`src/design/tbb_pkg.sv`:
```
// Package: shared types, codes, constants and saturation helper for the text bounding box.
`default_nettype none
package tbb_pkg;

	localparam int GLYPH_COUNT_DEF = 128;
	localparam int APB_ADDR_W = 4;
	localparam int APB_DATA_W = 32;

	localparam logic [7:0] CODE_NEWLINE = 8'd10;
	localparam logic [7:0] CODE_CR = 8'd13;

	localparam logic [7:0] FIRST_CHAR_RST = 8'd32;
	localparam logic [7:0] LAST_CHAR_RST = 8'd126;
	localparam logic [7:0] LINE_ADV_RST = 8'd0;

	localparam logic signed [33:0] S32_MAX_W = 34'sh0_7FFF_FFFF;
	localparam logic signed [33:0] S32_MIN_W = 34'sh3_8000_0000;

	typedef enum logic [1:0] {
		REG_FIRST_CHAR = 2'd0,
		REG_LAST_CHAR  = 2'd1,
		REG_LINE_ADV   = 2'd2
	} reg_idx_t;

	typedef enum logic [1:0] {
		FUNC_LOAD  = 2'd0,
		FUNC_BEGIN = 2'd1,
		FUNC_CHAR  = 2'd2
	} func_t;

	typedef enum logic [1:0] {
		OP_SKIP,
		OP_BEGIN,
		OP_NEWLINE,
		OP_GLYPH
	} op_t;

	typedef struct packed {
		logic [7:0] first_char;
		logic [7:0] last_char;
		logic [7:0] line_advance;
	} cfg_t;

	typedef struct packed {
		logic [7:0]        w;
		logic [7:0]        h;
		logic signed [7:0] xo;
		logic signed [7:0] yo;
		logic [7:0]        xa;
	} glyph_t;

	typedef struct packed {
		op_t                op;
		logic               emit;
		logic signed [15:0] origin_x;
		logic signed [15:0] origin_y;
	} cmd_t;

	typedef struct packed {
		logic signed [31:0] min_x;
		logic signed [31:0] min_y;
		logic signed [31:0] max_x;
		logic signed [31:0] max_y;
	} box_t;

	function automatic logic signed [31:0] sat32(input logic signed [33:0] v);
		logic signed [31:0] r;
		if (v > S32_MAX_W) begin
			r = 32'sh7FFF_FFFF;
		end else if (v < S32_MIN_W) begin
			r = 32'sh8000_0000;
		end else begin
			r = v[31:0];
		end
		return r;
	endfunction

endpackage
`default_nettype wire

```
`src/design/tbb_bbox_if.sv`:
```
// Interface: result item channel carrying the measured box.
`default_nettype none
interface tbb_bbox_if;
	logic               valid;
	logic               ready;
	logic signed [31:0] left_x;
	logic signed [31:0] top_y;
	logic [30:0]        box_width;
	logic [30:0]        box_height;

	modport source (
		output valid, left_x, top_y, box_width, box_height,
		input  ready
	);
	modport sink (
		input  valid, left_x, top_y, box_width, box_height,
		output ready
	);
endinterface
`default_nettype wire

```
`src/design/tbb_result.sv`:
```
// Result register: holds the finished box and forms width and height.
`default_nettype none
module tbb_result (
	input  wire logic          clk,
	input  wire logic          arst_n,
	input  wire logic          load,
	input  wire tbb_pkg::box_t box,
	output      logic          busy,
	tbb_bbox_if.source         bbox
);
	import tbb_pkg::*;

	logic        valid_q;
	box_t        box_q;
	logic [32:0] dx;
	logic [32:0] dy;

	always_ff @(posedge clk or negedge arst_n) begin
		if (!arst_n) begin
			valid_q <= 1'b0;
		end else if (load) begin
			valid_q <= 1'b1;
		end else if (bbox.ready) begin
			valid_q <= 1'b0;
		end
	end

	always_ff @(posedge clk) begin
		if (load) begin
			box_q <= box;
		end
	end

	// 33-bit spans; clamp negative to zero and large to the 31-bit max
	assign dx = {box_q.max_x[31], box_q.max_x} - {box_q.min_x[31], box_q.min_x};
	assign dy = {box_q.max_y[31], box_q.max_y} - {box_q.min_y[31], box_q.min_y};

	always_comb begin
		if (dx[32]) bbox.box_width = '0;
		else if (dx[31]) bbox.box_width = '1;
		else bbox.box_width = dx[30:0];
		if (dy[32]) bbox.box_height = '0;
		else if (dy[31]) bbox.box_height = '1;
		else bbox.box_height = dy[30:0];
	end

	assign bbox.valid = valid_q;
	assign bbox.left_x = box_q.min_x;
	assign bbox.top_y = box_q.min_y;
	assign busy = valid_q && !bbox.ready;
endmodule
`default_nettype wire

```
`src/flat_wrapper.sv`:
```
// flat-port wrapper written by rule: the top's interface ports become plain ports
module tbb_result_flat import tbb_pkg::*;
  (clk, arst_n, load, box, busy, bbox_valid, bbox_left_x, bbox_top_y, bbox_box_width, bbox_box_height, bbox_ready);
  tbb_bbox_if bbox_i ();
  input  wire logic clk;
  input  wire logic arst_n;
  input  wire logic load;
  input  wire tbb_pkg::box_t box;
  output      logic busy;
  output wire logic [$bits(bbox_i.valid)-1:0] bbox_valid;
  output wire logic [$bits(bbox_i.left_x)-1:0] bbox_left_x;
  output wire logic [$bits(bbox_i.top_y)-1:0] bbox_top_y;
  output wire logic [$bits(bbox_i.box_width)-1:0] bbox_box_width;
  output wire logic [$bits(bbox_i.box_height)-1:0] bbox_box_height;
  input wire logic [$bits(bbox_i.ready)-1:0] bbox_ready;
  assign bbox_valid = bbox_i.valid;
  assign bbox_left_x = bbox_i.left_x;
  assign bbox_top_y = bbox_i.top_y;
  assign bbox_box_width = bbox_i.box_width;
  assign bbox_box_height = bbox_i.box_height;
  assign bbox_i.ready = bbox_ready;
  tbb_result u_core (.clk(clk), .arst_n(arst_n), .load(load), .box(box), .busy(busy), .bbox(bbox_i));
endmodule
```
`config.mk`:
```
export PLATFORM = sky130hd
export DESIGN_NAME = tbb_result_flat
export DESIGN_NICKNAME = d
export VERILOG_FILES = /design/src/design/tbb_pkg.sv /design/src/design/tbb_bbox_if.sv /design/src/design/tbb_result.sv /design/src/flat_wrapper.sv
export SDC_FILE = /design/constraint.sdc
export NUM_CORES = 1
export LEC_CHECK = 0
export ABC_AREA = 1
export BUFFER_PORTS_ARGS = -buffer_cell sky130_fd_sc_hd__buf_2
export CORE_AREA = 3 3 137 139
export DETAILED_ROUTE_END_ITERATION = 8
export DIE_AREA = 0 0 140 142
export GPL_ROUTABILITY_DRIVEN = 0
export PLACE_DENSITY = 0.83
export SKIP_CTS_REPAIR_TIMING = 1
export SLEW_MARGIN = 20
export SYNTH_ARGS = -nofsm -noshare
export SYNTH_HDL_FRONTEND = slang
export SYNTH_SLANG_ARGS = --single-unit
```
`constraint.sdc`:
```
create_clock -name clk -period 4.3 [get_ports clk]
set_input_delay 0.215 -clock clk [delete_from_list [all_inputs] [get_ports clk]]
set_output_delay 0.215 -clock clk [all_outputs]
set_load 0.03 [all_outputs]
```
==> summary.md <==
Summing all multi-input logic gate instances after layout gives 4640 um2. The time the worst path needs with I/O delays and setup came out at 3.36 ns. In this run the tightest slew margin relative to its limit is 36.6%. The proportion of layout cells with a drive suffix above 1 was 20.4%; the area of the mapped netlist was 10400 um2.

TritonCTS built the clock tree. In this run the worst hold path is classified as in2async. Derived from the worst setup path, the maximum achievable clock frequency is 297 MHz. The initial antenna violation count is 1, and the share of synthesized registers carrying an async set or reset is 0.775%. The floorplan step set the die width to 140 um. The total power density per cell area works out to 410 nW/um2.

STA classifies the critical path endpoint as a primary output. Synthesis-to-layout area growth: 28.0%. By area the synthesized netlist is led by edfxtp_1 (37%), nand2_1 (19%), inv_1 (12%). The H-tree generated during clock tree synthesis spans 4 levels. Pin placement for this block handled 260 I/O pins.

For this run, the post-layout net count is 1981. The combinational share of power came out at 43.7%. Each instance of the synthesized netlist takes up on average 7.16 um2. After the first detailed-routing iteration, the DRC count stood at 630.

Buffers placed on the I/O ports in this run total 259. The initial utilization of the core area, before any placement, comes to 58.3%. The average wire per standard cell was 14.3 um. The kind of start point of the critical path was a register.

Along the worst path, the maximum fanout reaches 31. nand2_1 is the most common cell in the netlist. The flow ran to the end, and the final reports show no timing, DRC or antenna violations.

The biggest area contributor in the post-synthesis netlist is edfxtp_1. Clock-pin slew was measured on the worst setup and hold paths at 0.06 ns. The number of global-route vias before repair was 9029; the synthesis-stage register bit count was 129.

Cell internal power was estimated by the tool at 3.17 mW. The total count of hold-check failures in the final report is 0, and the area enclosed by the die boundary is 19900 um2. The share of the Yosys chip area taken by registers is 37.3%. The number of failing setup endpoints in the final timing report was 0; the first-pass GRT wire length was 41300 um. The run gives 0 ns as the total negative slack for setup checks. Of the post-synthesis cell area, the dominant cell type holds 37.1%.

For this design the static power due to leakage is 7.40 nW. Number of clock buffers inserted by TritonCTS: 17. The switching power share of the total came out at 41.7%.

The worst-case IR drop observed on VDD is 0.000357 V. The routed design has 29100 um of wire. The floorplan has 49 rows. Data on the critical path arrives at its endpoint at 3.15 ns. The run gives 4.09 ns as the data required time at the worst endpoint. Clock latency on the worst-skew pair, taken at its later pin, is 0.43 ns. Synthesis produced a netlist whose cell count is 1449.

The count of different cell masters after synthesis is 29. Counting instances in the post-synthesis netlist gives the leading cell types as nand2_1 (516), inv_1 (331), edfxtp_1 (128). Path type of the worst setup path: reg2out. The average via count per standard cell is 4.93, and the final routed DRC violation total is 0. The count of clock tree sinks is 129. The buffer cell driving the clock tree root was clkbuf_16. Once detail routing completed, the nets flagged for antenna violations numbered 0.

The Yosys step of the flow raised 0 warnings. The power spent charging and discharging nets is 2.27 mW. At the pin with the least slew margin, the transition time is 0.950 ns.

In the synthesized netlist the dominant register cell turns out to be edfxtp_1. The number of synthesized flops with an enable pin came out at 128. The core region is 17800 um2.

Setup repair after global routing left no endpoint under its margin. The number of buffers on the longest clock path is 2. The final number of max-transition violations was 0; the number of detailed-routing iterations run before antenna repair was 6. For the final-layout fill cell count, the log shows 1288.

Global routing consumed, over all layers together, 25.7% of the routing resources. The power after layout was 5.44 mW. Across all layers, the routed design uses 9991 vias. The total overflow reported by the global router was 0; the number of violations of the max-capacitance limit was 0.

The sequential cells in the finished layout cover a total of 3870 um2. The final setup skew is 0 ns. Synthesis produced a netlist with a net count of 1647. For the share of power burned in the clock network, the log shows 28.0%. After layout, the worst path uses 78.2% of the clock period.

Maximum number of pins on one net before global-route repair: 105. The HPWL after detailed placement is 20200 um. The floorplan die height is 142 um, and the proportion of power drawn by flip-flops and latches is 28.3%.
==> layout make-up <==
class	instances	area share (%)
clock inverters	15	1.39
clock buffers	17	3.20
multi-input cells	910	35.0
well taps	229	2.16
flip-flops and latches	129	29.1
diodes	2	0.0377
repair buffers	389	19.6
inverters	336	9.50
==> path summary, 6_finish.rpt <==
kind                       cells after the start                       endpoint  slack, ns                      startpoint
max in group asynchronous                      2  u_core.bbox.valid$_DFFE_PN0P_       4.12                          arst_n
min in group clk                               3  u_core.bbox.valid$_DFFE_PN0P_       0.13                      bbox_ready
min reg2reg                                    3  u_core.bbox.valid$_DFFE_PN0P_       0.62   u_core.bbox.valid$_DFFE_PN0P_
max                                           15             bbox_box_height[3]       0.94  u_core.bbox.top_y[8]$_DFFE_PP_
min                                            2  u_core.bbox.valid$_DFFE_PN0P_       0.09                          arst_n
max reg2reg                                    3  u_core.bbox.valid$_DFFE_PN0P_       3.46   u_core.bbox.valid$_DFFE_PN0P_
==> sequential cells by signal (all words and copies together), names as in the netlist <==
| name | flops |
|---|---|
| u_core.bbox.left_x | 32 |
| u_core.bbox.valid | 1 |
| u_core.box_q | 64 |
| u_core.bbox.top_y | 32 |
==> critical path, stage by stage (launching register included) <==
cell and delay [ns]:
edfxtp_1 0.37, inv_1 0.05, ha_1 0.36, nand2_1 0.14, nor2_1 0.21, and2_1 0.21, nand2_1 0.08, nand2_2 0.12
nand2_1 0.08, nand2_1 0.06, nand2_1 0.06, nand2_2 0.47, nand2_1 0.13, nand2_1 0.12, inv_1 0.06, buf_2 0.18
==> metrics by stage <==
step	setup WS, ns	instances	instance area (um2)	hold WS, ns	util [%]
floorplan	1.80	1449	10400	-0.0806	-
global placement	1.59	1864	11400	-0.00828	63.9
detailed placement	1.46	1864	11400	-0.00529	63.9
CTS	0.968	1896	12000	-0.457	67.4
global route	0.679	2026	13300	0.105	74.6
finish	0.938	2027	13300	0.0922	74.7
==> cells in the final DEF (no fill, tap or decap) <==
cell type,n
a21oi_1,59
a21oi_2,14
and2_1,8
buf_2,258
buf_4,1
buf_6,1
bufinv_16,3
clkbuf_16,17
clkinv_1,1
clkinv_2,1
clkinv_4,4
clkinvlp_4,2
dfrtp_1,1
diode_2,2
dlygate4sd3_1,129
edfxtp_1,128
fa_1,2
ha_1,64
inv_1,331
inv_2,5
inv_6,4
nand2_1,516
nand2_2,31
nand2_4,3
nand3_1,53
nand3b_1,8
nand4_1,12
nor2_1,74
nor2_2,15
nor3_1,4
nor3_2,4
o21ai_0,5
o21ai_1,3
o21bai_1,2
or2_2,3
xnor2_1,28
xor2_1,2
==> per-layer routing <==
metal	part of all wire (%)	track usage, %	vias up
met4	4.1	12.6	0
met3	6.8	5.75	101
met2	53	47.5	439
met1	36	27.9	4429
met5	0	0	-
li1	-	-	5022
==> logic make-up (layout without fill, tap and decap cells) <==
logic type	Yosys count	in the layout	share of synthesized area, %
other cells	0	2	0
xor+xnor	30	30	2.53
flops	129	129	37.3
compound gates	83	83	4.56
fa+ha+maj	66	66	8.11
buf+inv	410	757	17.9
simple gates	731	731	29.6
==> power groups by stage <==
stage | Clock, mW | Combinational [mW] | Sequential (mW)
floorplan | 0 | 1.74 | 1.55
global placement | 0 | 2.19 | 1.56
detailed placement | 0 | 2.22 | 1.57
CTS | 1.53 | 2.24 | 1.54
global route | 1.59 | 2.59 | 1.55
finish | 1.52 | 2.38 | 1.54
Power figures use the tool's default switching activity.
