[config.mk]
export PLATFORM = sky130hd
export DESIGN_NAME = tbb_cursor
export DESIGN_NICKNAME = d
export VERILOG_FILES = /design/src/design/tbb_pkg.sv /design/src/design/tbb_cursor.sv
export SDC_FILE = /design/constraint.sdc
export NUM_CORES = 1
export LEC_CHECK = 0
export ABC_AREA = 1
export BUFFER_PORTS_ARGS = -buffer_cell sky130_fd_sc_hd__buf_2
export CORE_ASPECT_RATIO = 0.9
export CORE_MARGIN = 4
export CORE_UTILIZATION = 42
export CTS_CLUSTER_DIAMETER = 150
export DETAILED_ROUTE_END_ITERATION = 8
export PLACE_DENSITY = 0.6
export SYNTH_ARGS = -nofsm -noshare
export SYNTH_HDL_FRONTEND = slang
export SYNTH_SLANG_ARGS = --single-unit
[constraint.sdc]
create_clock -name clk -period 18.1 [get_ports clk]
set_input_delay 5.43 -clock clk [delete_from_list [all_inputs] [get_ports clk]]
set_output_delay 5.43 -clock clk [all_outputs]
set_load 0.1 [all_outputs]
[src/design/tbb_pkg.sv]
// Package: shared types, codes, constants and saturation helper for the text bounding box.
`default_nettype none
package tbb_pkg;

	localparam int GLYPH_COUNT_DEF = 128;
	localparam int APB_ADDR_W = 4;
	localparam int APB_DATA_W = 32;

	localparam logic [7:0] CODE_NEWLINE = 8'd10;
	localparam logic [7:0] CODE_CR = 8'd13;

	localparam logic [7:0] FIRST_CHAR_RST = 8'd32;
	localparam logic [7:0] LAST_CHAR_RST = 8'd126;
	localparam logic [7:0] LINE_ADV_RST = 8'd0;

	localparam logic signed [33:0] S32_MAX_W = 34'sh0_7FFF_FFFF;
	localparam logic signed [33:0] S32_MIN_W = 34'sh3_8000_0000;

	typedef enum logic [1:0] {
		REG_FIRST_CHAR = 2'd0,
		REG_LAST_CHAR  = 2'd1,
		REG_LINE_ADV   = 2'd2
	} reg_idx_t;

	typedef enum logic [1:0] {
		FUNC_LOAD  = 2'd0,
		FUNC_BEGIN = 2'd1,
		FUNC_CHAR  = 2'd2
	} func_t;

	typedef enum logic [1:0] {
		OP_SKIP,
		OP_BEGIN,
		OP_NEWLINE,
		OP_GLYPH
	} op_t;

	typedef struct packed {
		logic [7:0] first_char;
		logic [7:0] last_char;
		logic [7:0] line_advance;
	} cfg_t;

	typedef struct packed {
		logic [7:0]        w;
		logic [7:0]        h;
		logic signed [7:0] xo;
		logic signed [7:0] yo;
		logic [7:0]        xa;
	} glyph_t;

	typedef struct packed {
		op_t                op;
		logic               emit;
		logic signed [15:0] origin_x;
		logic signed [15:0] origin_y;
	} cmd_t;

	typedef struct packed {
		logic signed [31:0] min_x;
		logic signed [31:0] min_y;
		logic signed [31:0] max_x;
		logic signed [31:0] max_y;
	} box_t;

	function automatic logic signed [31:0] sat32(input logic signed [33:0] v);
		logic signed [31:0] r;
		if (v > S32_MAX_W) begin
			r = 32'sh7FFF_FFFF;
		end else if (v < S32_MIN_W) begin
			r = 32'sh8000_0000;
		end else begin
			r = v[31:0];
		end
		return r;
	endfunction

endpackage
`default_nettype wire

[src/design/tbb_cursor.sv]
// Cursor and running box: applies one begin or character command per cycle in which step is high.
`default_nettype none
module tbb_cursor (
	input  wire logic            clk,
	input  wire logic            arst_n,
	input  wire logic            step,
	input  wire tbb_pkg::cmd_t   cmd,
	input  wire tbb_pkg::glyph_t glyph,
	input  wire logic [7:0]      line_advance,
	output      tbb_pkg::box_t   box_next
);
	import tbb_pkg::*;

	logic signed [15:0] start_x_q;
	logic signed [31:0] cursor_x_q;
	logic signed [31:0] cursor_y_q;
	box_t               box_q;

	logic signed [31:0] cursor_x_d;
	logic signed [31:0] cursor_y_d;
	logic signed [15:0] start_x_d;
	box_t               box_d;
	logic signed [31:0] x0;
	logic signed [31:0] y0;
	logic signed [31:0] x1;
	logic signed [31:0] y1;

	always_comb begin
		x0 = sat32({{2{cursor_x_q[31]}}, cursor_x_q} + {{26{glyph.xo[7]}}, glyph.xo});
		y0 = sat32({{2{cursor_y_q[31]}}, cursor_y_q} + {{26{glyph.yo[7]}}, glyph.yo});
		x1 = sat32({{2{x0[31]}}, x0} + {26'd0, glyph.w});
		y1 = sat32({{2{y0[31]}}, y0} + {26'd0, glyph.h});

		start_x_d = start_x_q;
		cursor_x_d = cursor_x_q;
		cursor_y_d = cursor_y_q;
		box_d = box_q;
		case (cmd.op)
			OP_BEGIN: begin
				start_x_d = cmd.origin_x;
				cursor_x_d = 32'(cmd.origin_x);
				cursor_y_d = 32'(cmd.origin_y);
				box_d.min_x = 32'(cmd.origin_x);
				box_d.max_x = 32'(cmd.origin_x);
				box_d.min_y = 32'(cmd.origin_y);
				box_d.max_y = 32'(cmd.origin_y);
			end
			OP_NEWLINE: begin
				cursor_x_d = 32'(start_x_q);
				cursor_y_d = sat32({{2{cursor_y_q[31]}}, cursor_y_q} + {26'd0, line_advance});
			end
			OP_GLYPH: begin
				// grow the box by the glyph rectangle, then advance the pen
				if (x0 < box_q.min_x) box_d.min_x = x0;
				if (y0 < box_q.min_y) box_d.min_y = y0;
				if (x1 > box_q.max_x) box_d.max_x = x1;
				if (y1 > box_q.max_y) box_d.max_y = y1;
				cursor_x_d = sat32({{2{cursor_x_q[31]}}, cursor_x_q} + {26'd0, glyph.xa});
			end
			default: ;
		endcase
	end

	always_ff @(posedge clk or negedge arst_n) begin
		if (!arst_n) begin
			start_x_q <= '0;
			cursor_x_q <= '0;
			cursor_y_q <= '0;
			box_q <= '0;
		end else if (step) begin
			start_x_q <= start_x_d;
			cursor_x_q <= cursor_x_d;
			cursor_y_q <= cursor_y_d;
			box_q <= box_d;
		end
	end

	assign box_next = box_d;
endmodule
`default_nettype wire

==> impl_table.tex <==
\begin{tabular}{lr}
\hline
Metric & Value \\
\hline
\multicolumn{2}{l}{\textbf{Outcome}} \\
\quad Result of the run & completed \\
\multicolumn{2}{l}{\textbf{Global routing}} \\
\quad Pin count of the biggest net entering global routing & a little over 100 \\
\quad Leftover overflow at the end of global routing & 0 \\
\quad Number of antenna violations at the first check in global routing & 2 \\
\quad Overall Global Routing Usage & between 20\% and 30\% \\
\quad Vias in the first global route & 22,000 \\
\quad Wire length of the first global-routing pass & between 100 and 150 mm \\
\multicolumn{2}{l}{\textbf{Layout}} \\
\quad Growth of design area from synthesis to finish & 17.29\% \\
\quad \# nets final & between 4,000 and 5,000 \\
\quad Most used cells in the layout excluding fill and tap cells & 1,304 x sky130\_fd\_sc\_hd\_\_nand2\_1, 439 x sky130\_fd\_sc\_hd\_\_inv\_1, 361 x sky130\_fd\_sc\_hd\_\_a21oi\_1, 238 x sky130\_fd\_sc\_hd\_\_nand3\_1, 225 x sky130\_fd\_sc\_hd\_\_ha\_1 \\
\quad Ant diodes & 0 \\
\quad Count of filler cells inserted in the layout & 5,815 \\
\quad Share of layout cells above drive strength 1 & about an eighth \\
\quad Most common library cell in the layout ignoring fill and taps & sky130\_fd\_sc\_hd\_\_nand2\_1 \\
\multicolumn{2}{l}{\textbf{Logic synthesis}} \\
\quad Cell type with the largest total area after synthesis & sky130\_fd\_sc\_hd\_\_dfrtp\_1 \\
\quad Fraction of registers with async set or reset after synthesis & 100.0\% \\
\quad Synthesized netlist cell count & 3,750 \\
\quad Mapped Avg Cell Area & between 6 and 7 µm² \\
\quad Cell Area, Synth & 23,720 µm² \\
\quad Primary FF master, synth & sky130\_fd\_sc\_hd\_\_dfrtp\_1 \\
\quad Synth top area cells & sky130\_fd\_sc\_hd\_\_dfrtp\_1 22\%, sky130\_fd\_sc\_hd\_\_nand2\_1 21\%, sky130\_fd\_sc\_hd\_\_ha\_1 12\%, sky130\_fd\_sc\_hd\_\_a21oi\_1 7.8\%, sky130\_fd\_sc\_hd\_\_inv\_1 7.0\% \\
\quad Post-synthesis net count & 4,069 \\
\quad Post-synthesis register bit count & 208 \\
\quad Library cells used by synthesis & 66 \\
\quad Share of the yosys chip area belonging to registers & between 20\% and 30\% \\
\quad Synth Warn \# & 0 \\
\quad Yosys top cell area share & 21.94\% \\
\quad Count of flip-flops with a built-in enable after synthesis & 0 \\
\multicolumn{2}{l}{\textbf{Timing}} \\
\quad Rel. slew slack & about a quarter \\
\quad Shortest period the worst path allows & around 18,000 ps \\
\quad Max-slew violations & 0 \\
\quad Crit share post-route & a little over nine tenths \\
\quad Transition time of the tightest slew-check pin & roughly 1100 ps \\
\quad Number of hold-slack violations in the final timing report & 0 \\
\quad WHS & between 500 and 600 ps \\
\quad Count of final setup violators & 0 \\
\quad Worst clock skew & 15.13 ps \\
\quad Highest clock rate & $\sim$0.057 GHz \\
\multicolumn{2}{l}{\textbf{Worst setup path}} \\
\quad Startpoint types & input pin \\
\quad Top fanout value on the critical path & 19 \\
\quad Worst Setup Path Type & in -> out \\
\quad Data required time at the worst endpoint & 12,670 ps \\
\quad Slowest cell on the critical path & sky130\_fd\_sc\_hd\_\_fa\_1 \\
\quad Slowest stage delay, CP & roughly 400 ps \\
\quad Worst setup EP type & primary output \\
\quad Worst EP arrival & roughly 12,000 ps \\
\quad Cell with the most instances on the worst path & sky130\_fd\_sc\_hd\_\_nand2\_1 \\
\multicolumn{2}{l}{\textbf{Floorplan}} \\
\quad Number of core rows & just over 80 \\
\quad Die X-Extent & roughly 260 µm \\
\quad Number of placed I/O pins & roughly 210 \\
\quad Effective utilization at floorplan & a little over two fifths \\
\quad Die outline height & around 230 µm \\
\quad Total die area & 60,350 µm² \\
\quad Core area & around 56,000 µm² \\
\multicolumn{2}{l}{\textbf{Clocking}} \\
\quad Clock net sink count & 208 \\
\quad Post-CTS Hold Buffers & 0 \\
\quad Clock transition time at the flip-flop clock pins of the worst setup and hold paths & roughly 60 ps \\
\quad CTS root buffer & sky130\_fd\_sc\_hd\_\_clkbuf\_16 \\
\quad Count of H-tree levels built during CTS & 1 \\
\quad Number of buffers added by the clock tree synthesis step & 30 \\
\quad CTS tree & yes \\
\quad CTS max path bufs & 3 \\
\quad Insertion delay of the later-clocked pin in the worst-skew pair & 600 ps \\
\multicolumn{2}{l}{\textbf{Drt}} \\
\quad Via total after detailed routing & 24,760 \\
\quad Remaining routing DRC violations & 0 \\
\quad Post-detailed-routing wire length & approximately 80 mm \\
\quad DRT Pass-1 Iters & 5 \\
\quad DRC violation total after the first TritonRoute iteration & about 2,500 \\
\quad Routed via count divided by cell count & between 5 and 6 \\
\quad WL per Instance & roughly 18 µm \\
\quad Remaining antenna violation count after routing & 0 \\
\multicolumn{2}{l}{\textbf{Job}} \\
\quad Max-cap violations & 0 \\
\multicolumn{2}{l}{\textbf{Place}} \\
\quad \# port buffers & about 210 \\
\quad HPWL after detailed placement & 62.60 mm \\
\quad Routability congestion estimate from global placement & between 0.9 and 1 \\
\multicolumn{2}{l}{\textbf{Worst hold path}} \\
\quad Type of the worst min-delay path & reg -> reg \\
\hline
\end{tabular}
flip-flops by register name (all words and copies together) (netlist names):
name / cells
start_x_q: 16
box_q: 128
cursor_y_q: 32
cursor_x_q: 32
critical path: cells and delay by family:
kind	cells	cell delay, ps
and+or+nand+nor	24	2610
AOI/OAI and AO/OA	11	1570
adders and majority gates	4	1180
buffers and inverters	10	1190
xor gates and xnor gates	1	160
worst paths after layout:
path / from / endpoint / slack (ps) / depth (start not counted)
worst max register to register: cursor_y_q[0]$_DFFE_PN0P_ / box_q[9]$_DFFE_PN0P_ / 11030 / 50
max in group asynchronous: arst_n / box_q[59]$_DFFE_PN0P_ / 11840 / 2
worst max-delay path: glyph[8] / box_next[10] / 510 / 50
worst min-delay path: box_q[76]$_DFFE_PN0P_ / box_q[76]$_DFFE_PN0P_ / 510 / 2
worst min register to register: box_q[76]$_DFFE_PN0P_ / box_q[76]$_DFFE_PN0P_ / 510 / 2
min in group asynchronous: arst_n / cursor_y_q[15]$_DFFE_PN0P_ / 4840 / 1
final cells by class:
class | instances | area, µm² | share of cell area [%]
Clock buffer | 41 | 873.3 | 3.139
Clock inverter | 13 | 146.4 | 0.5262
Inverter | 454 | 1707 | 6.134
Multi-Input combinational cell | 2942 | 16330 | 58.69
Sequential cell | 208 | 5205 | 18.71
Tap cell | 756 | 945.9 | 3.400
Timing Repair Buffer | 277 | 2615 | 9.399
metrics by stage:
step	util, %	cell area (µm²)	cells	setup TNS, ps	worst slack [ps]
3_3_place_gp	47.45	26480	4623	-433.0	-78.49
6_report	49.85	27820	4691	0	514.7
4_1_cts	49.28	27510	4677	0	68.54
3_5_place_dp	47.45	26480	4623	-662.1	-104.3
5_1_grt	49.85	27820	4691	-49.42	-21.64
2_1_floorplan	-	23720	3750	0	228.4
cell usage after synthesis, drive strengths merged (3+ instances only):
master,n
nor4,14
o2bb2ai,6
a211oi,8
or2,3
a22o,3
buf,56
xor2,111
nor3,33
a221oi,12
a2111oi,3
nand2,1386
a31o,4
ha,227
nor2,177
mux2,16
o21ai,128
dfrtp,208
a21oi,374
nand4,26
fa,6
o211ai,12
xnor2,30
clkbuf,90
o21a,5
and3,6
a21o,5
o221ai,9
inv,449
o21bai,16
a31oi,15
nand3,261
and2,7
clkinv,5
a22oi,19
nand3b,4
cells by family after synthesis:
logic type	count (synthesis)	share of synthesized area, %
and+or+nand+nor	1921	34.51
xor gates and xnor gates	141	5.206
adders and majority gates	233	12.48
DFF	208	21.94
buffers and inverters	600	10.08
AOI/OAI and AO/OA	631	15.02
muxes	16	0.7596
what timing repair did:
item | 4_1_cts | 5_1_grt
resized for setup | 3 | 50
cloned | 0 | 2
buffers inserted | 0 | 12
endpoints found under the setup margin | 31 | 64
pin swaps | 0 | 9
routing by layer:
metal / wire [µm] / vias up / GRT usage, %
met5: 27 / - / 0
met4: 1553 / 4 / 4.739
met3: 7498 / 78 / 5.789
met2: 32030 / 867 / 36.31
met1: 41360 / 11310 / 42.01
li1: - / 12500 / -
Power is not shown: default switching activity piles up to over one toggle a cycle in this logic, so the estimate is an artifact.
