$ cat src/design/tbb_pkg.sv
// Package: shared types, codes, constants and saturation helper for the text bounding box.
`default_nettype none
package tbb_pkg;

	localparam int GLYPH_COUNT_DEF = 128;
	localparam int APB_ADDR_W = 4;
	localparam int APB_DATA_W = 32;

	localparam logic [7:0] CODE_NEWLINE = 8'd10;
	localparam logic [7:0] CODE_CR = 8'd13;

	localparam logic [7:0] FIRST_CHAR_RST = 8'd32;
	localparam logic [7:0] LAST_CHAR_RST = 8'd126;
	localparam logic [7:0] LINE_ADV_RST = 8'd0;

	localparam logic signed [33:0] S32_MAX_W = 34'sh0_7FFF_FFFF;
	localparam logic signed [33:0] S32_MIN_W = 34'sh3_8000_0000;

	typedef enum logic [1:0] {
		REG_FIRST_CHAR = 2'd0,
		REG_LAST_CHAR  = 2'd1,
		REG_LINE_ADV   = 2'd2
	} reg_idx_t;

	typedef enum logic [1:0] {
		FUNC_LOAD  = 2'd0,
		FUNC_BEGIN = 2'd1,
		FUNC_CHAR  = 2'd2
	} func_t;

	typedef enum logic [1:0] {
		OP_SKIP,
		OP_BEGIN,
		OP_NEWLINE,
		OP_GLYPH
	} op_t;

	typedef struct packed {
		logic [7:0] first_char;
		logic [7:0] last_char;
		logic [7:0] line_advance;
	} cfg_t;

	typedef struct packed {
		logic [7:0]        w;
		logic [7:0]        h;
		logic signed [7:0] xo;
		logic signed [7:0] yo;
		logic [7:0]        xa;
	} glyph_t;

	typedef struct packed {
		op_t                op;
		logic               emit;
		logic signed [15:0] origin_x;
		logic signed [15:0] origin_y;
	} cmd_t;

	typedef struct packed {
		logic signed [31:0] min_x;
		logic signed [31:0] min_y;
		logic signed [31:0] max_x;
		logic signed [31:0] max_y;
	} box_t;

	function automatic logic signed [31:0] sat32(input logic signed [33:0] v);
		logic signed [31:0] r;
		if (v > S32_MAX_W) begin
			r = 32'sh7FFF_FFFF;
		end else if (v < S32_MIN_W) begin
			r = 32'sh8000_0000;
		end else begin
			r = v[31:0];
		end
		return r;
	endfunction

endpackage
`default_nettype wire

$ cat src/design/tbb_regs.sv
// Configuration register file behind the APB-style port.
`default_nettype none
module tbb_regs (
	input  wire logic                          clk,
	input  wire logic                          arst_n,
	input  wire logic                          psel,
	input  wire logic                          penable,
	input  wire logic                          pwrite,
	input  wire logic [tbb_pkg::APB_ADDR_W-1:0] paddr,
	input  wire logic [tbb_pkg::APB_DATA_W-1:0] pwdata,
	output      logic [tbb_pkg::APB_DATA_W-1:0] prdata,
	output      logic                          pready,
	output      tbb_pkg::cfg_t                 cfg
);
	import tbb_pkg::*;

	cfg_t     cfg_q;
	reg_idx_t idx;
	logic     wr_en;

	assign pready = 1'b1;
	assign idx = reg_idx_t'(paddr[3:2]);
	assign wr_en = psel && penable && pwrite && pready;
	assign cfg = cfg_q;

	always_ff @(posedge clk or negedge arst_n) begin
		if (!arst_n) begin
			cfg_q.first_char <= FIRST_CHAR_RST;
			cfg_q.last_char <= LAST_CHAR_RST;
			cfg_q.line_advance <= LINE_ADV_RST;
		end else if (wr_en) begin
			unique case (idx)
				REG_FIRST_CHAR: cfg_q.first_char <= pwdata[7:0];
				REG_LAST_CHAR:  cfg_q.last_char <= pwdata[7:0];
				REG_LINE_ADV:   cfg_q.line_advance <= pwdata[7:0];
				default: ;
			endcase
		end
	end

	always_comb begin
		unique case (idx)
			REG_FIRST_CHAR: prdata = {24'd0, cfg_q.first_char};
			REG_LAST_CHAR:  prdata = {24'd0, cfg_q.last_char};
			REG_LINE_ADV:   prdata = {24'd0, cfg_q.line_advance};
			default:        prdata = '0;
		endcase
	end
endmodule
`default_nettype wire

$ cat config.mk
export PLATFORM = sky130hd
export DESIGN_NAME = tbb_regs
export DESIGN_NICKNAME = d
export VERILOG_FILES = /design/src/design/tbb_pkg.sv /design/src/design/tbb_regs.sv
export SDC_FILE = /design/constraint.sdc
export NUM_CORES = 1
export LEC_CHECK = 0
export CORE_ASPECT_RATIO = 1.2
export CORE_UTILIZATION = 49
export DETAILED_ROUTE_END_ITERATION = 12
export DONT_BUFFER_PORTS = 1
export HOLD_SLACK_MARGIN = 0.08
export PLACE_DENSITY_LB_ADDON = 0.25
export SLEW_MARGIN = 20
export SYNTH_ARGS = -nofsm -noshare
export SYNTH_HDL_FRONTEND = slang
export SYNTH_SLANG_ARGS = --single-unit
$ cat constraint.sdc
create_clock -name clk -period 1 [get_ports clk]
set_input_delay 0.05 -clock clk [delete_from_list [all_inputs] [get_ports clk]]
set_output_delay 0.05 -clock clk [all_outputs]
set_load 0.05 [all_outputs]
==> results.cfg, run 1 <==
[global_route]
grt_pass1_vias = 996
track_usage_pct = 25.5
overflow = 0
grt_max_degree = 25
antenna_found_initial = 0
grt_pass1_wl_um = 5420

[run]
drv_cap = 0

[sta]
final_max_slew_viol_count = 0
setup_ws_ns = -0.393
min_period_over_period_pct = 139
hold_ws_ns = 0.0950
tightest_slew_ns = 0.726
max_freq_ghz = 0.718
hold_viol_final = 0
setup_violations = 29
finClkSkew_ns = 0
rsz0062_at_grt = yes
slew_headroom_pct = 51.5
fin_crit_ns = 1.39

[place]
place_hpwl_um = 2180
dp_cells = 174
io_buffer_count = 0
pre_cts_ws_ns = -0.148
place_congestion = 0.737

[setup_path]
crit_arrival_ns = 1.34
worstSetupStartpoint = cfg[12]$_DFFE_PN1P_
worstPathRequired_ns = 0.95
critical_path.cell_chain = mux2i_2 -> o21ai_4 -> buf_12
crit_path_end = prdata[4]
r2r-start = cfg[9]$_DFFE_PN1P_
cp_num_buf_inv = 1
cpPeakStageDelay_ns = 0.59
cp_slowest_cell = dfstp_2
r2r-end = cfg[9]$_DFFE_PN1P_
ff2ff_setup_slack_ns = -0.09
end_kind = primary output
path_depth = 3
reg2reg_depth = 4
start_kind = register
path_max_fanout = 2
cp_top_family = flip-flops
worstSetupPathType = register to primary output

[clock_tree]
cts_buffers = 3
clkTransAtPathRegs_ns = 0.14
cts.path.max_buffers = 2
clk_root_buffer_cell = clkbuf_4
cts_tree = yes
h-tree-depth = 1
cts_sinks = 24
insertion_delay_ns = 0.33

[synth]
syn_area_mm2 = 0.00134
ys_ff_latch = 24
avgSynthCellArea_um2 = 12.4
yosysUniqueCellTypes = 16
ys_seq_area_share_pct = 45.4
yosys_warnings = 0
synthCells = 108

[die]
core-area_mm2 = 0.00258
num_rows = 20
num_io_pins = 98
die_area_mm2 = 0.00295
fp.dieW_um = 49.8
fp.dieH_um = 59.3
initial_utilization_pct = 52.1

[power]
leakage_uw = 0.00107
vdd_drop_max_mv = 1.68
p_per_area_mw_per_mm2 = 2390

[cells_and_area]
finalNonFillerCells = 208
layout-drive-gt1-share_pct = 71.4
nNetsFinal = 217
multi_input_area_um2 = 806
diodes = 0
area.growth.synth_to_final_pct = 74.7
largest_register_ffs = 24
regArea_um2 = 623
fill_cells = 81

[status]
status = complete, but fails checks
violations = setup timing

[worst_hold_path]
hold_class = input pin to register

[detailed_routing]
vias = 1022
avgRoutedWirePerCell_um = 19.7
routed_via_density = 4.91
drtIter0Drc = 12
wl_um = 4090
firstDrtPassIters = 4
drc = 0
ant_nets = 0
## stage by stage
step / cell area [um^2] / utilization (%) / TNS (ns) / total power, uW
after floorplan: 1650 / - / -2.79 / 3430
after global placement: 1860 / 72.1 / -1.58 / 4040
after detailed placement: 1860 / 72.1 / -2.16 / 4090
after CTS: 2230 / 86.4 / -5.74 / 5280
after global routing: 2350 / 91.0 / -5.68 / 5760
final: 2350 / 91.0 / -4.77 / 5600
## worst min path at each step
| stage | startpoint | end | slack [ns] | cells past startpoint |
|---|---|---|---|---|
| final | paddr[2] | cfg[3]$_DFFE_PN0P_ | 0.1 | 3 |
| after detailed placement | arst_n | cfg[0]$_DFFE_PN0P_ | -0.25 | 0 |
| after global placement | arst_n | cfg[16]$_DFFE_PN0P_ | -0.25 | 0 |
| after global routing | paddr[2] | cfg[3]$_DFFE_PN0P_ | 0.08 | 3 |
| after floorplan | arst_n | cfg[0]$_DFFE_PN0P_ | -0.25 | 0 |
| after CTS | paddr[2] | cfg[7]$_DFFE_PN0P_ | 0.10 | 3 |
## per-layer routing
metal,track usage [%],vias to the layer above,share of wire (%)
li1,-,453,-
met1,30.7,516,38
met2,45.9,45,57
met3,4.87,8,3.4
met4,7.76,0,1.9
met5,0,-,0
## Yosys cell counts (all sizes together)
| master | number | share of area, % |
|---|---|---|
| dfrtp | 17 | 32 |
| o21ai | 8 | 3.0 |
| mux2 | 24 | 22 |
| conb | 2 | 0.56 |
| clkbuf | 1 | 0.28 |
| nand2 | 8 | 2.2 |
| nor3b | 1 | 1.4 |
| buf | 28 | 16 |
| mux2i | 8 | 6.0 |
| nor2b | 1 | 0.47 |
| or3b | 1 | 0.65 |
| dfstp | 7 | 14 |
| nand3 | 1 | 0.75 |
| nor3 | 1 | 0.75 |
## power by group
group          internal [uW]  switching (uW)  total [uW]
logic                   1520            1810        3330
registers               1270             267        1530
clock network            406             326         732
total                   3190            2410        5600
## final cells by class
cell class	instances	area share (%)
Timing Repair Buffer	69	35.1
Multi-Input combinational cell	78	34.3
Sequential cell	24	26.6
Tap cell	33	1.76
Clock inverter	1	1.28
Clock buffer	3	0.960
## worst min-delay path: cells and delay by family
kind / cells / cell delay (ns)
buffers and inverters: 1 / 0.14
and+or+nand+nor: 1 / 0.03
muxes: 1 / 0.19
## layout by cell type (no fill, tap or decap), drive strengths merged
master	synthesis	final
nor2b	1	1
o21ai	8	8
nand3	1	1
nor3	1	1
nor3b	1	1
mux2	24	24
bufinv	0	1
dfrtp	17	17
mux2i	8	8
dfstp	7	7
dlygate4sd3	0	9
nand2	8	8
conb	2	25
or3b	1	1
buf	28	60
clkbuf	1	3
## cells by family (layout without fill, tap and decap cells)
| kind of cell | Yosys count | in the layout | share of synthesized area [%] |
|---|---|---|---|
| mux | 32 | 32 | 28.3 |
| flops | 24 | 24 | 45.4 |
| buf+inv | 29 | 73 | 16.5 |
| compound gates | 8 | 8 | 2.98 |
| other cells | 2 | 25 | 0.559 |
| simple gates | 13 | 13 | 6.24 |
## timing repair
item                                    CTS  global route
endpoints found under the hold margin    48            24
endpoints found under the setup margin   28            35
hold buffers                              9             1
buffers inserted                         12            13
pin swaps                                 7             0
resized for setup                        35            17
Power figures use the tool's default switching activity.
==> run 2: changes to the inputs <==
- clock period: 1 -> 1.36 ns (I/O delays scaled with it)
==> run 2 against run 1 <==
Against the previous run:
- the run now ends clean
- combinational power fell by 46%
- final cell count decreased by 9.1%
- sequential power down 33%
- final area down 23%
- critical path depth did not move
- critical endpoint unchanged
- largest power group unchanged
==> results.cfg, run 2 (synthesis results as in run 1) <==
[clock_tree]
insertion_delay_ns = 0.31
cts.path.max_buffers = 2
cts_buffers = 3
h-tree-depth = 1
cts_resized = 0
clk_root_buffer_cell = clkbuf_4
clkTransAtPathRegs_ns = 0.13
cts_sinks = 24
cts_tree = yes

[cells_and_area]
layout_commonest_cell = buf_4
largest_register_ffs = 24
diodes = 0
area.growth.synth_to_final_pct = 34.9
finalNonFillerCells = 189
design_area_mm2 = 0.00181
final_cell_mix = buf_4, conb_1, dfrtp_1
layout-drive-gt1-share_pct = 55.8
nNetsFinal = 198

[power]
p_per_area_mw_per_mm2 = 1780
vdd_drop_max_mv = 1.23
leakage_uw = 0.000890

[global_route]
antenna_found_initial = 0
grt_pass1_vias = 944
grt_pass1_wl_um = 4460
track_usage_pct = 20.7
grt_max_degree = 25
overflow = 0

[detailed_routing]
drtIter0Drc = 17
routed_via_density = 4.71
drc = 0
avgRoutedWirePerCell_um = 14.6
wl_um = 2760
firstDrtPassIters = 4
ant_nets = 0
vias = 890

[die]
num_rows = 20
num_io_pins = 98
fp.dieW_um = 49.8
initial_utilization_pct = 52.1
fp.dieH_um = 59.3
core-area_mm2 = 0.00258
die_area_mm2 = 0.00295

[sta]
rsz0062_at_grt = yes
hold_viol_final = 0
setup_violations = 0
max_freq_ghz = 0.739
finClkSkew_ns = 0
fin_setup_tns_ns = 0
min_period_over_period_pct = 99.4
fin_crit_ns = 1.35
slew_headroom_pct = 64.9
final_max_slew_viol_count = 0
tightest_slew_ns = 0.527

[place]
io_buffer_count = 0
place_congestion = 0.745
place_hpwl_um = 2050
dp_cells = 174
placed_area_mm2 = 0.00167

[worst_hold_path]
hold_class = input pin to register
worstHoldStart = paddr[2]

[setup_path]
end_kind = primary output
start_kind = register
worstSetupPathType = register to primary output
r2r-start = cfg[20]$_DFFE_PN0P_
crit_arrival_ns = 1.28
path_max_fanout = 2
worstSetupStartpoint = cfg[12]$_DFFE_PN1P_
worstPathRequired_ns = 1.29

[status]
status = finished, final reports clean

[run]
drv_cap = 0
run 2: cell count changes in the layout (fill, tap and decap cells not counted), moves of 2 or more:
cell and delta:
o21ai_4 -8, mux2i_1 +8, dfrtp_2 -11, buf_4 +18, dfrtp_1 +11, o21ai_2 +8
mux2_4 -15, buf_8 -10, mux2_2 +15, buf_6 -26, mux2i_2 -6, mux2i_4 -2
run 2: power by group:
group | leakage, uW | switching [uW] | total, uW | internal [uW]
clock network | 0.0000210 | 217 | 381 | 163
registers | 0.000282 | 118 | 1030 | 914
logic | 0.000587 | 1180 | 1810 | 627
total | 0.000890 | 1510 | 3220 | 1700
run 2: routing by layer:
| layer | GRT usage, % | part of all wire (%) | up-vias |
|---|---|---|---|
| li1 | - | - | 409 |
| met1 | 23.5 | 38 | 426 |
| met2 | 38.2 | 55 | 53 |
| met3 | 3.59 | 7.1 | 2 |
| met4 | 8.57 | 0.54 | 0 |
| met5 | 0 | 0 | - |
run 2: area by class of cell:
class	count	area (um^2)
multi-input combinational	78	628
sequential	24	609
tap	33	41.3
clock buffer	4	36.3
timing repair buffer	50	495
fill	200	767
run 2: repair_timing:
| action | in CTS | in global routing |
|---|---|---|
| hold endpoints to repair | 48 | 17 |
| pin swaps | 1 | 1 |
| setup buffers | 1 | 0 |
| hold buffers | 9 | 1 |
| setup endpoints to repair | 2 | 6 |
run 2: worst paths after layout:
kind,to,slack (ns),cells after the start
max,prdata[4],0.008,3
min,cfg[4]$_DFFE_PN0P_,0.15,3
max reg2reg,cfg[20]$_DFFE_PN0P_,0.38,2
min reg2reg,cfg[19]$_DFFE_PN0P_,0.55,1
max in group asynchronous,cfg[11]$_DFFE_PN1P_,0.74,2
min in group asynchronous,cfg[5]$_DFFE_PN0P_,0.25,2
run 2: per-stage QoR:
| step | util [%] | hold WS (ns) | power (uW) | worst slack, ns |
|---|---|---|---|---|
| 6_report | 70.2 | 0.147 | 3220 | 0.00770 |
| 5_1_grt | 70.2 | 0.133 | 3350 | -0.0534 |
| 4_1_cts | 70.0 | 0.135 | 3240 | -0.0209 |
| 3_5_place_dp | 64.9 | -0.227 | 2810 | 0.146 |
| 3_3_place_gp | 64.9 | -0.227 | 2770 | 0.159 |
| 2_1_floorplan | - | -0.228 | 2320 | 0.00846 |
run 2: critical path, cell delays in order (launching register included):
cell	delay [ns]
dfstp_2	0.57
mux2i_1	0.08
o21ai_2	0.17
buf_12	0.16
==> run 3: changes to the inputs <==
- REMOVE_ABC_BUFFERS: default -> 1
==> run 3 against run 2 <==
Against the previous run:
- the run now ends with setup timing left
- hold slack better by 0.010 ns
- clock power shrank 20%
- clock skew stayed put
- flip-flop and latch count did not move
- critical endpoint unchanged
- highest routed layer unchanged
==> results.cfg, run 3 (synthesis results as in run 1) <==
[status]
status = complete, but fails checks
violations = setup timing

[setup_path]
end_kind = primary output
worstSetupPathType = register to primary output
cpPeakStageDelay_ns = 0.56
worstPathRequired_ns = 1.29
cp_num_buf_inv = 1
start_kind = register
crit_arrival_ns = 1.31
critical_path.cell_chain = mux2i_1 -> o21ai_1 -> buf_6
cp_slowest_cell = dfstp_2
cp_top_family = flip-flops
path_max_fanout = 2

[sta]
max_freq_ghz = 0.728
setup_ws_ns = -0.0133
min_period_over_period_pct = 101
slew_headroom_pct = 66.0
setup_violations = 1
final_max_slew_viol_count = 0
hold_viol_final = 0
finClkSkew_ns = 0
tightest_slew_ns = 0.510
rsz0062_at_grt = yes
fin_crit_ns = 1.37

[die]
die_area_mm2 = 0.00295
num_rows = 20
num_io_pins = 98
fp.dieH_um = 59.3
initial_utilization_pct = 52.1
fp.dieW_um = 49.8
core-area_mm2 = 0.00258

[clock_tree]
cts.path.max_buffers = 2
cts_buffers = 3
cts_tree = yes
postCtsSetupRepairBufs = 0
insertion_delay_ns = 0.31
clk_root_buffer_cell = clkbuf_4
clkTransAtPathRegs_ns = 0.12
cts_sinks = 24
h-tree-depth = 1

[global_route]
grt_max_degree = 25
track_usage_pct = 18.2
grt_pass1_vias = 842
antenna_found_initial = 0
overflow = 0
grt_pass1_wl_um = 3960

[detailed_routing]
vias = 890
avgRoutedWirePerCell_um = 13.3
drtIter0Drc = 7
wl_um = 2520
routed_via_density = 4.71
drc = 0
ant_nets = 0
firstDrtPassIters = 4

[power]
p_clk_share_pct = 10.2
comb_power_share_pct = 55.5
power.switching_uw = 1440
internal-power_uw = 1540
leakage_uw = 0.000848
p_seq_share_pct = 34.3
p_per_area_mw_per_mm2 = 1760
swShare_pct = 48.3
vdd_drop_max_mv = 1.05

[cells_and_area]
largest_register_ffs = 24
regArea_um2 = 609
final_core_util_pct = 65.7
area.growth.synth_to_final_pct = 26.1
multi_input_area_um2 = 598
fill_cells = 210
layout-drive-gt1-share_pct = 50.0
diodes = 0
nNetsFinal = 198
final_cell_mix = buf_4, conb_1, dfrtp_1
layout_commonest_cell = buf_4

[place]
io_buffer_count = 0
place_hpwl_um = 1870
place_congestion = 0.688
pre_cts_ws_ns = 0.175

[worst_hold_path]
hold_class = input pin to register

[run]
drv_cap = 0
[run 3: changes by cell type in the layout (fill, tap and decap cells not counted)]
cell,before,now
buf_12,8,0
o21ai_2,8,0
o21ai_1,0,7
buf_6,0,6
buf_4,32,34
clkbuf_1,0,1
clkbuf_8,1,0
o21ai_0,0,1
[run 3: layout make-up]
type | instances | share of cell area (%)
flip-flops and latches | 24 | 36.0
multi-input cells | 78 | 35.3
repair buffers | 50 | 24.7
well taps | 33 | 2.44
clock buffers | 4 | 1.55
[run 3: power by group through the flow]
stage                     logic (uW)  registers [uW]  clock network [uW]
after floorplan                  572            1640                   0
after global placement          1570            1030                   0
after detailed placement        1590            1040                   0
after CTS                       1640            1020                 322
after global routing            1720            1050                 351
final                           1660            1020                 306
[run 3: worst min-delay path: cells and delay by family]
family,cells,cell delay (ns)
AND/OR/NAND/NOR,1,0.03
buffers and inverters,1,0.14
multiplexers,1,0.21
[run 3: final timing paths]
kind	slack (ns)	cells after the start	startpoint	to
max	-0.01	3	cfg[12]$_DFFE_PN1P_	prdata[4]
min	0.16	3	paddr[3]	cfg[17]$_DFFE_PN0P_
max reg2reg	0.39	2	cfg[20]$_DFFE_PN0P_	cfg[20]$_DFFE_PN0P_
min reg2reg	0.55	1	cfg[1]$_DFFE_PN0P_	cfg[1]$_DFFE_PN0P_
max in group asynchronous	0.74	2	arst_n	cfg[11]$_DFFE_PN1P_
min in group asynchronous	0.25	2	arst_n	cfg[8]$_DFFE_PN0P_
[run 3: what timing repair did]
action                     CTS  global route
gates resized for setup      4             5
hold buffers                 9             1
setup endpoints to repair    4             6
hold endpoints to repair    48            17
[run 3: layer usage]
metal  vias to the layer above  track usage (%)  part of all wire (%)  wire, um
li1                        410                -                     -         -
met1                       429             22.6                    40      1020
met2                        47             32.0                    53      1330
met3                         4             2.56                   5.7       143
met4                         0             7.35                   1.3        34
met5                         -                0                     0         0
[run 3: metrics by stage]
step,instance area [um^2],setup TNS [ns],instances,total power [uW],hold slack [ns]
after detailed placement,1550,0,175,2620,-0.227
after CTS,1670,-0.0196,188,2980,0.144
final,1690,-0.0133,189,2980,0.157
after floorplan,1210,-4.78,102,2210,-0.228
after global placement,1550,0,175,2600,-0.227
after global routing,1690,-0.198,189,3120,0.136
